[src/rtl/core/gne_pkg.sv]
package gne_pkg;

    localparam int IDX_W     = 20;
    localparam int DIR_W     = 3;
    localparam int NUM_DIRS  = 8;
    localparam int CFG_IDX_W = 2;
    localparam int CFG_DATA_W = 11;

    localparam logic [CFG_IDX_W-1:0] CFG_GRID_COLS = 2'd0;
    localparam logic [CFG_IDX_W-1:0] CFG_GRID_ROWS = 2'd1;

    localparam logic [DIR_W-1:0] DIR_N  = 3'd0;
    localparam logic [DIR_W-1:0] DIR_S  = 3'd1;
    localparam logic [DIR_W-1:0] DIR_E  = 3'd2;
    localparam logic [DIR_W-1:0] DIR_W_ = 3'd3;
    localparam logic [DIR_W-1:0] DIR_NE = 3'd4;
    localparam logic [DIR_W-1:0] DIR_NW = 3'd5;
    localparam logic [DIR_W-1:0] DIR_SE = 3'd6;
    localparam logic [DIR_W-1:0] DIR_SW = 3'd7;

    // One classified request waiting for enumeration.
    typedef struct packed {
        logic [IDX_W-1:0]    idx;
        logic [NUM_DIRS-1:0] mask;
        logic                invalid;
    } job_t;

    function automatic logic dir_up(logic [DIR_W-1:0] d);
        return (d == DIR_N) || (d == DIR_NE) || (d == DIR_NW);
    endfunction

    function automatic logic dir_down(logic [DIR_W-1:0] d);
        return (d == DIR_S) || (d == DIR_SE) || (d == DIR_SW);
    endfunction

    function automatic logic dir_right(logic [DIR_W-1:0] d);
        return (d == DIR_E) || (d == DIR_NE) || (d == DIR_SE);
    endfunction

    function automatic logic dir_left(logic [DIR_W-1:0] d);
        return (d == DIR_W_) || (d == DIR_NW) || (d == DIR_SW);
    endfunction

endpackage

[src/rtl/core/grid_neighbour_enumerator_core.sv]
// Moore neighbourhood enumerator for a row-major grid.
// cfg channel: cfg_index 0 writes the column count, 1 the row count; other
// indexes are dropped. Zero is taken as 1, values above MAX_SIDE saturate.
// cfg_ready is always high. Write config only while the block is drained.
// s channel: one request carries a linear cell index. The front splits it
// into row/column with a pipelined restoring divider (one quotient bit per
// stage, $clog2(MAX_SIDE+1) stages, capped at 11) and checks it against
// rows*cols. A two-entry queue feeds the back end, which emits one result
// per cycle unless m_ready stalls, in N,S,E,W,NE,NW,SE,SW order with last set on the final one.
// Out-of-range or neighbourless cells give one result with found=0.
// Path: divider stages, queue entry, back-end job register, output register.
// The front takes a request every cycle unless the full queue holds its last
// stage; the back end works on one request at a time and takes the next
// as it emits the last result of the current one.
// A stalled m_ready holds the output register; the queue then fills and
// s_ready drops once the divider's last stage is also occupied.
// Reset: sizes return to 1x1; valid, pointer and count state clears, data registers do not.
module grid_neighbour_enumerator_core #(
    parameter int MAX_SIDE = 1024
) (
    input  logic                              aclk,
    input  logic                              aresetn,
    input  logic                              cfg_valid,
    output logic                              cfg_ready,
    input  logic [gne_pkg::CFG_IDX_W-1:0]     cfg_index,
    input  logic [gne_pkg::CFG_DATA_W-1:0]    cfg_data,
    input  logic                              s_valid,
    output logic                              s_ready,
    input  logic [gne_pkg::IDX_W-1:0]         s_cell_index,
    output logic                              m_valid,
    input  logic                              m_ready,
    output logic [gne_pkg::IDX_W-1:0]         m_neighbour_index,
    output logic [gne_pkg::DIR_W-1:0]         m_direction,
    output logic                              m_found,
    output logic                              m_last,
    output logic                              m_index_invalid
);

    localparam int SIDE_W = ($clog2(MAX_SIDE + 1) < gne_pkg::CFG_DATA_W)
                            ? $clog2(MAX_SIDE + 1) : gne_pkg::CFG_DATA_W;
    localparam int CW     = gne_pkg::IDX_W + SIDE_W;

    logic [SIDE_W-1:0]   cols_reg, cols_next;
    logic [SIDE_W-1:0]   rows_reg, rows_next;
    logic [2*SIDE_W-1:0] prod_reg, prod_next;
    logic [SIDE_W-1:0]   clamped;

    assign cfg_ready = 1'b1;

    always_comb begin
        if (cfg_data == '0) begin
            clamped = SIDE_W'(1);
        end else if (32'(cfg_data) > MAX_SIDE) begin
            clamped = SIDE_W'(MAX_SIDE);
        end else begin
            clamped = SIDE_W'(cfg_data);
        end
    end

    always_comb begin
        cols_next = cols_reg;
        rows_next = rows_reg;
        if (cfg_valid && cfg_ready) begin
            unique case (cfg_index)
                gne_pkg::CFG_GRID_COLS: cols_next = clamped;
                gne_pkg::CFG_GRID_ROWS: rows_next = clamped;
                default: ;
            endcase
        end
        prod_next = {{SIDE_W{1'b0}}, rows_reg} * {{SIDE_W{1'b0}}, cols_reg};
    end

    always_ff @(posedge aclk) begin
        if (!aresetn) begin
            cols_reg <= SIDE_W'(1);
            rows_reg <= SIDE_W'(1);
            prod_reg <= (2*SIDE_W)'(1);
        end else begin
            cols_reg <= cols_next;
            rows_reg <= rows_next;
            prod_reg <= prod_next;
        end
    end

    logic          front_valid, q_in_ready;
    gne_pkg::job_t front_job;
    logic          q_out_valid, back_ready;
    gne_pkg::job_t q_job;

    gne_front #(.SIDE_W(SIDE_W)) u_front (
        .aclk          (aclk),
        .aresetn       (aresetn),
        .in_valid      (s_valid),
        .in_ready      (s_ready),
        .in_cell_index (s_cell_index),
        .cols          (cols_reg),
        .rows          (rows_reg),
        .prod          (prod_reg),
        .out_valid     (front_valid),
        .out_ready     (q_in_ready),
        .out_job       (front_job)
    );

    gne_queue u_queue (
        .aclk      (aclk),
        .aresetn   (aresetn),
        .in_valid  (front_valid),
        .in_ready  (q_in_ready),
        .in_job    (front_job),
        .out_valid (q_out_valid),
        .out_ready (back_ready),
        .out_job   (q_job)
    );

    gne_back #(.SIDE_W(SIDE_W)) u_back (
        .aclk              (aclk),
        .aresetn           (aresetn),
        .cols              (cols_reg),
        .in_valid          (q_out_valid),
        .in_ready          (back_ready),
        .in_job            (q_job),
        .m_valid           (m_valid),
        .m_ready           (m_ready),
        .m_neighbour_index (m_neighbour_index),
        .m_direction       (m_direction),
        .m_found           (m_found),
        .m_last            (m_last),
        .m_index_invalid   (m_index_invalid)
    );

    a_invalid_alone: assert property (@(posedge aclk) disable iff (!aresetn)
        m_valid && m_index_invalid |->
            !m_found && m_last && (m_direction == gne_pkg::DIR_N)
            && (m_neighbour_index == '0))
        else $error("out-of-range request produced a non-terminal result");

    a_found_in_grid: assert property (@(posedge aclk) disable iff (!aresetn)
        m_valid && m_found |->
            ({{SIDE_W{1'b0}}, m_neighbour_index} < {{(CW-2*SIDE_W){1'b0}}, prod_reg}))
        else $error("neighbour index lies outside the grid");

    a_stall_cause: assert property (@(posedge aclk) disable iff (!aresetn)
        !s_ready |-> front_valid && !q_in_ready)
        else $error("input stalled without a full queue");

    a_queue_drains: assert property (@(posedge aclk) disable iff (!aresetn)
        q_out_valid && back_ready |=> $past(q_in_ready) || q_in_ready)
        else $error("queue stayed full after a pop");

endmodule

[src/rtl/core/gne_front.sv]
module gne_front #(
    parameter int SIDE_W = 11
) (
    input  logic                        aclk,
    input  logic                        aresetn,
    input  logic                        in_valid,
    output logic                        in_ready,
    input  logic [gne_pkg::IDX_W-1:0]   in_cell_index,
    input  logic [SIDE_W-1:0]           cols,
    input  logic [SIDE_W-1:0]           rows,
    input  logic [2*SIDE_W-1:0]         prod,
    output logic                        out_valid,
    input  logic                        out_ready,
    output gne_pkg::job_t               out_job
);

    localparam int QW = SIDE_W;
    localparam int CW = gne_pkg::IDX_W + SIDE_W;

    logic                      vld_reg [QW];
    logic [gne_pkg::IDX_W-1:0] idx_reg [QW];
    logic [CW-1:0]             rem_reg [QW];
    logic [QW-1:0]             q_reg   [QW];

    logic                      vld_in  [QW];
    logic [gne_pkg::IDX_W-1:0] idx_in  [QW];
    logic [CW-1:0]             rem_in  [QW];
    logic [QW-1:0]             q_in    [QW];
    logic [CW-1:0]             rem_next [QW];
    logic [QW-1:0]             q_next   [QW];

    logic adv;

    // whole pipeline moves together; it only halts when the last stage can't drain
    assign adv       = !vld_reg[QW-1] || out_ready;
    assign in_ready  = adv;
    assign out_valid = vld_reg[QW-1];

    // restoring divider, one quotient bit per stage, MSB first
    for (genvar s = 0; s < QW; s++) begin : g_stage
        localparam int K = QW - 1 - s;
        logic [CW-1:0] trial;
        logic          ge;

        if (s == 0) begin : g_first
            assign vld_in[s] = in_valid;
            assign idx_in[s] = in_cell_index;
            assign rem_in[s] = {{SIDE_W{1'b0}}, in_cell_index};
            assign q_in[s]   = '0;
        end else begin : g_rest
            assign vld_in[s] = vld_reg[s-1];
            assign idx_in[s] = idx_reg[s-1];
            assign rem_in[s] = rem_reg[s-1];
            assign q_in[s]   = q_reg[s-1];
        end

        assign trial       = {{gne_pkg::IDX_W{1'b0}}, cols} << K;
        assign ge          = rem_in[s] >= trial;
        assign rem_next[s] = ge ? (rem_in[s] - trial) : rem_in[s];
        assign q_next[s]   = q_in[s] | (QW'(ge) << K);

        always_ff @(posedge aclk) begin
            if (!aresetn) begin
                vld_reg[s] <= 1'b0;
            end else if (adv) begin
                vld_reg[s] <= vld_in[s];
            end
        end

        always_ff @(posedge aclk) begin
            if (adv) begin
                idx_reg[s] <= idx_in[s];
                rem_reg[s] <= rem_next[s];
                q_reg[s]   <= q_next[s];
            end
        end
    end

    // classify: range check and which of the eight neighbours exist
    logic [QW-1:0]     row;
    logic [SIDE_W-1:0] col;
    logic              has_up, has_down, has_left, has_right;

    assign row       = q_reg[QW-1];
    assign col       = rem_reg[QW-1][SIDE_W-1:0];
    assign has_up    = row != '0;
    assign has_down  = ({1'b0, row} + 1'b1) < {1'b0, rows};
    assign has_left  = col != '0;
    assign has_right = ({1'b0, col} + 1'b1) < {1'b0, cols};

    always_comb begin
        logic [gne_pkg::DIR_W-1:0] d;
        out_job.idx     = idx_reg[QW-1];
        out_job.invalid = {{SIDE_W{1'b0}}, idx_reg[QW-1]}
                          >= {{(CW-2*SIDE_W){1'b0}}, prod};
        for (int i = 0; i < gne_pkg::NUM_DIRS; i++) begin
            d = gne_pkg::DIR_W'(i);
            out_job.mask[i] = (!gne_pkg::dir_up(d)    || has_up)
                           && (!gne_pkg::dir_down(d)  || has_down)
                           && (!gne_pkg::dir_left(d)  || has_left)
                           && (!gne_pkg::dir_right(d) || has_right);
        end
    end

endmodule

[src/rtl/core/gne_queue.sv]
module gne_queue (
    input  logic          aclk,
    input  logic          aresetn,
    input  logic          in_valid,
    output logic          in_ready,
    input  gne_pkg::job_t in_job,
    output logic          out_valid,
    input  logic          out_ready,
    output gne_pkg::job_t out_job
);

    gne_pkg::job_t mem_reg [2];
    logic       wr_ptr_reg, wr_ptr_next;
    logic       rd_ptr_reg, rd_ptr_next;
    logic [1:0] count_reg, count_next;
    logic       push, pop;

    assign in_ready  = count_reg != 2'd2;
    assign out_valid = count_reg != 2'd0;
    assign out_job   = mem_reg[rd_ptr_reg];
    assign push      = in_valid && in_ready;
    assign pop       = out_valid && out_ready;

    always_comb begin
        wr_ptr_next = push ? !wr_ptr_reg : wr_ptr_reg;
        rd_ptr_next = pop ? !rd_ptr_reg : rd_ptr_reg;
        count_next  = count_reg + 2'(push) - 2'(pop);
    end

    always_ff @(posedge aclk) begin
        if (!aresetn) begin
            wr_ptr_reg <= 1'b0;
            rd_ptr_reg <= 1'b0;
            count_reg  <= 2'd0;
        end else begin
            wr_ptr_reg <= wr_ptr_next;
            rd_ptr_reg <= rd_ptr_next;
            count_reg  <= count_next;
        end
    end

    always_ff @(posedge aclk) begin
        if (push) begin
            mem_reg[wr_ptr_reg] <= in_job;
        end
    end

endmodule

[src/rtl/core/gne_back.sv]
module gne_back #(
    parameter int SIDE_W = 11
) (
    input  logic                          aclk,
    input  logic                          aresetn,
    input  logic [SIDE_W-1:0]             cols,
    input  logic                          in_valid,
    output logic                          in_ready,
    input  gne_pkg::job_t                 in_job,
    output logic                          m_valid,
    input  logic                          m_ready,
    output logic [gne_pkg::IDX_W-1:0]     m_neighbour_index,
    output logic [gne_pkg::DIR_W-1:0]     m_direction,
    output logic                          m_found,
    output logic                          m_last,
    output logic                          m_index_invalid
);

    localparam int IW = gne_pkg::IDX_W;

    logic                         act_reg, act_next;
    logic [IW-1:0]                idx_reg, idx_next;
    logic [gne_pkg::NUM_DIRS-1:0] mask_reg, mask_next;
    logic                         inv_reg, inv_next;

    logic                         ov_reg, ov_next;
    logic [IW-1:0]                onb_reg, onb_next;
    logic [gne_pkg::DIR_W-1:0]    odir_reg, odir_next;
    logic                         ofound_reg, ofound_next;
    logic                         olast_reg, olast_next;
    logic                         oinv_reg, oinv_next;

    logic                         emit, special, done;
    logic [gne_pkg::DIR_W-1:0]    sel;
    logic [gne_pkg::NUM_DIRS-1:0] rest;
    logic [IW-1:0]                cols_x, nb;

    assign emit    = act_reg && (!ov_reg || m_ready);
    assign special = inv_reg || (mask_reg == '0);
    assign done    = emit && (special || (rest == '0));
    assign in_ready = !act_reg || done;
    assign cols_x  = {{(IW-SIDE_W){1'b0}}, cols};

    // lowest pending direction goes first
    always_comb begin
        sel = '0;
        for (int i = gne_pkg::NUM_DIRS - 1; i >= 0; i--) begin
            if (mask_reg[i]) begin
                sel = gne_pkg::DIR_W'(i);
            end
        end
        rest = mask_reg & ~(gne_pkg::NUM_DIRS'(1) << sel);
    end

    always_comb begin
        nb = idx_reg;
        if (gne_pkg::dir_up(sel))    nb = nb - cols_x;
        if (gne_pkg::dir_down(sel))  nb = nb + cols_x;
        if (gne_pkg::dir_right(sel)) nb = nb + IW'(1);
        if (gne_pkg::dir_left(sel))  nb = nb - IW'(1);
    end

    always_comb begin
        act_next  = act_reg;
        idx_next  = idx_reg;
        mask_next = mask_reg;
        inv_next  = inv_reg;
        if (in_valid && in_ready) begin
            act_next  = 1'b1;
            idx_next  = in_job.idx;
            mask_next = in_job.mask;
            inv_next  = in_job.invalid;
        end else if (done) begin
            act_next = 1'b0;
        end else if (emit) begin
            mask_next = rest;
        end
    end

    always_comb begin
        ov_next     = ov_reg && !m_ready;
        onb_next    = onb_reg;
        odir_next   = odir_reg;
        ofound_next = ofound_reg;
        olast_next  = olast_reg;
        oinv_next   = oinv_reg;
        if (emit) begin
            ov_next = 1'b1;
            if (special) begin
                onb_next    = '0;
                odir_next   = gne_pkg::DIR_N;
                ofound_next = 1'b0;
                olast_next  = 1'b1;
                oinv_next   = inv_reg;
            end else begin
                onb_next    = nb;
                odir_next   = sel;
                ofound_next = 1'b1;
                olast_next  = rest == '0;
                oinv_next   = 1'b0;
            end
        end
    end

    always_ff @(posedge aclk) begin
        if (!aresetn) begin
            act_reg <= 1'b0;
            ov_reg  <= 1'b0;
        end else begin
            act_reg <= act_next;
            ov_reg  <= ov_next;
        end
    end

    always_ff @(posedge aclk) begin
        idx_reg    <= idx_next;
        mask_reg   <= mask_next;
        inv_reg    <= inv_next;
        onb_reg    <= onb_next;
        odir_reg   <= odir_next;
        ofound_reg <= ofound_next;
        olast_reg  <= olast_next;
        oinv_reg   <= oinv_next;
    end

    assign m_valid           = ov_reg;
    assign m_neighbour_index = onb_reg;
    assign m_direction       = odir_reg;
    assign m_found           = ofound_reg;
    assign m_last            = olast_reg;
    assign m_index_invalid   = oinv_reg;

endmodule
[config.mk]
export PLATFORM = sky130hd
export DESIGN_NAME = grid_neighbour_enumerator_core
export DESIGN_NICKNAME = d
export VERILOG_FILES = /design/src/rtl/core/gne_pkg.sv /design/src/rtl/core/grid_neighbour_enumerator_core.sv /design/src/rtl/core/gne_front.sv /design/src/rtl/core/gne_queue.sv /design/src/rtl/core/gne_back.sv
export SDC_FILE = /design/constraint.sdc
export NUM_CORES = 2
export LEC_CHECK = 0
export BUFFER_PORTS_ARGS = -buffer_cell sky130_fd_sc_hd__clkbuf_2
export CORE_MARGIN = 5
export CORE_UTILIZATION = 45
export CTS_BUF_LIST = sky130_fd_sc_hd__clkbuf_4
export DETAILED_ROUTE_END_ITERATION = 7
export HOLD_SLACK_MARGIN = 0.02
export SLEW_MARGIN = 20
export SYNTH_ARGS = -nofsm -noshare
export SYNTH_HDL_FRONTEND = slang
export SYNTH_SLANG_ARGS = --single-unit
export TNS_END_PERCENT = 30
[constraint.sdc]
create_clock -name aclk -period 36.3 [get_ports aclk]
set_clock_uncertainty 0.2 [all_clocks]
set_input_delay 7.26 -clock aclk [delete_from_list [all_inputs] [get_ports aclk]]
set_output_delay 7.26 -clock aclk [all_outputs]
set_load 0.01 [all_outputs]
==> qor.csv <==
metric;value;unit
status;complete, no violations;
p_leak;17.3;nW
critPathTopFamily;flip-flops;
end_kind;output pin;
num_vias;26411;
core;0.0882;mm2
synth_top_area_frac;0.501;
synth.largest_area_cell;edfxtp_1;
postCtsSetupBuffers;0;
p_comb_frac;0.349;
routed_wl;85600;um
path_class;flip-flop to output pin;
power_frac_seq;0.427;
largest_reg_flops;264;
fin_crit;9.82;ns
grt_pass1_wl;138000;um
rsz0062_at_grt;false;
yosysWarningCount;0;
tightest_slew;1.08;ns
die_y;308;um
wire_per_inst;17.1;um
grtUsageTotal;0.182;
finalCritPeriodShare;0.270;
ctsResizeCount;0;
routed_via_density;5.28;
synth_fp_nets;3872;
grt_antenna_before_repair;3;
power;3.03;mW
crit_path_start_kind;flip-flop;
slowest_stage;dfxtp_1;
whs;0.178;ns
fmax;102;MHz
dpl.hpwl;61600;um
clk_pin_slew_worst_paths;0.06;ns
setup_viol;0;
switching_share;0.357;
gr-total-overflow;0;
grt_pass1_vias;26170;
cts_tree;done;
cts.sinks;718;
yosys-top-cells-count;edfxtp_1 (666), nand2_1 (322), inv_1 (280);
synthCells;3491;
htreeDepth;4;
powerDensity;68.8;mW/mm2
drive_gt1_frac;0.121;
hp-class;flip-flop to flip-flop;
async_reset_ff_frac;0;
drt_iter0_drc;1664;
cp_max_fo;40;
port-buffer-count;65;
worstPathRequired;28.84;ns
critical_path_buf_inv_count;1;
layout_setup_ws;26.48;ns
holdBufCountCts;0;
pre_cts_ws;26.14;ns
p_clk_frac;0.224;
slew_headroom;0.280;
cts_max_path_buffers;3;
grt_max_degree;88;
syn-cell-area;0.0399;mm2
slew_violations;0;
gp_congestion;0.876;
cpPeakStageDelay;0.49;ns
fp-row-count;109;
max-vdd-ir-drop;0.0401;mV
cts_buffers;186;
drc;0;
synth_most_common_cell;edfxtp_1;
arrival;2.36;ns
utilization;0.499;
cts_root_buf;clkbuf_4;
ys_seq_area_frac;0.527;
ys_ff_latch;718;
area.growth.synth_to_final;10.2;%
synth_edf_count;666;
internal-power;1.95;mW
path_cells;nand3_4, clkbuf_2;
setup_tns;0;ns
die_area;0.0948;mm2
pin_count;67;
finalHoldViolCount;0;
num-fill-cells;8027;
power_switching;1.08;mW
synth_flop_cell;edfxtp_1;
nets;4069;
max_cap_viol_count;0;
antenna_left;0;
yosys-top-cells-area;edfxtp_1 (50%), ha_1 (7.8%), fa_1 (4.7%);
die_w;308;um
clk_latency;1.04;ns
avgSynthCellArea;11.4;um2
firstDrtPassIters;5;
ys_types;100;
initial_core_util;0.453;
stage by stage:
| stage | instance area (um2) | instances |
|---|---|---|
| floorplan | 39900 | 3491 |
| global placement | 41600 | 4665 |
| detailed placement | 41600 | 4665 |
| CTS | 44000 | 4991 |
| global route | 44000 | 4999 |
| finish | 44000 | 5000 |
power groups by stage:
stage,combinational [mW],clock (mW),sequential (mW)
after floorplan,0.833,0,1.25
after global placement,1.04,0,1.31
after detailed placement,1.05,0,1.31
after CTS,1.05,0.708,1.29
after global routing,1.19,0.754,1.32
final,1.06,0.678,1.29
kinds of logic after synthesis:
family,synth area share
and+or+nand+nor,0.144
DFF,0.527
AOI/OAI and AO/OA,0.102
buffers and inverters,0.0354
adders and majority gates,0.125
xor gates and xnor gates,0.0535
muxes,0.0135
other,0.0000939
layout by cell type, fill, tap and decap left out, types with 26 or more instances in the layout:
cell      netlist  routed
dfxtp_1        52      52
mux2_2         27      27
nand4_1        38      38
or3_1          26      26
xor2_1         96      96
o21ai_0       155     155
clkinv_1        4      37
nor2_1        267     266
a21boi_0       49      49
nor4_1         52      52
o31ai_1        54      54
xnor2_1       146     146
nand2_1       322     322
and3_1         31      31
a21o_1         44      44
and2_1         48      48
o21a_1         33      33
fa_1           93      93
buf_4           1      32
clkbuf_2        0      65
clkbuf_4        0     275
edfxtp_1      666     666
nand2b_1       45      45
nor3_1         65      63
inv_1         280     280
nand3_1        67      66
a21oi_1       130     130
nor2b_1        65      65
ha_1          250     250
routing by layer:
layer	share of wire	vias to the layer above	track usage
met1	0.45	12511	0.240
li1	-	13174	-
met2	0.47	589	0.302
met4	0.024	0	0.0623
met3	0.051	137	0.0381
met5	0	-	0
path summary, 6_finish.rpt:
| kind | startpoint | depth (start not counted) | to | slack [ns] |
|---|---|---|---|---|
| worst max-delay path | u_queue.count_reg[1]$_SDFF_PN0_ | 2 | s_ready | 26.48 |
| worst min-delay path | u_front.idx_reg[1][19]$_DFFE_PN_ | 0 | u_front.idx_reg[2][19]$_DFFE_PN_ | 0.18 |
| worst max register to register | cols_reg[1]$_SDFFE_PN0P_ | 21 | u_back.m_neighbour_index[19]$_SDFFCE_PN0P_ | 29.62 |
| worst min register to register | u_front.idx_reg[1][19]$_DFFE_PN_ | 0 | u_front.idx_reg[2][19]$_DFFE_PN_ | 0.18 |
layout make-up:
| cell class | instances | area (um2) | share of cell area |
|---|---|---|---|
| sequential | 718 | 21000 | 0.478 |
| multi-input combinational | 2401 | 17500 | 0.398 |
| tap | 1165 | 1460 | 0.0331 |
| antenna | 9 | 22.5 | 0.000511 |
| clock buffer | 275 | 2060 | 0.0469 |
| timing repair buffer | 97 | 566 | 0.0128 |
| inverter | 284 | 1070 | 0.0242 |
| clock inverter | 51 | 287 | 0.00651 |
No activity file was read; power rests on OpenSTA's default activity.
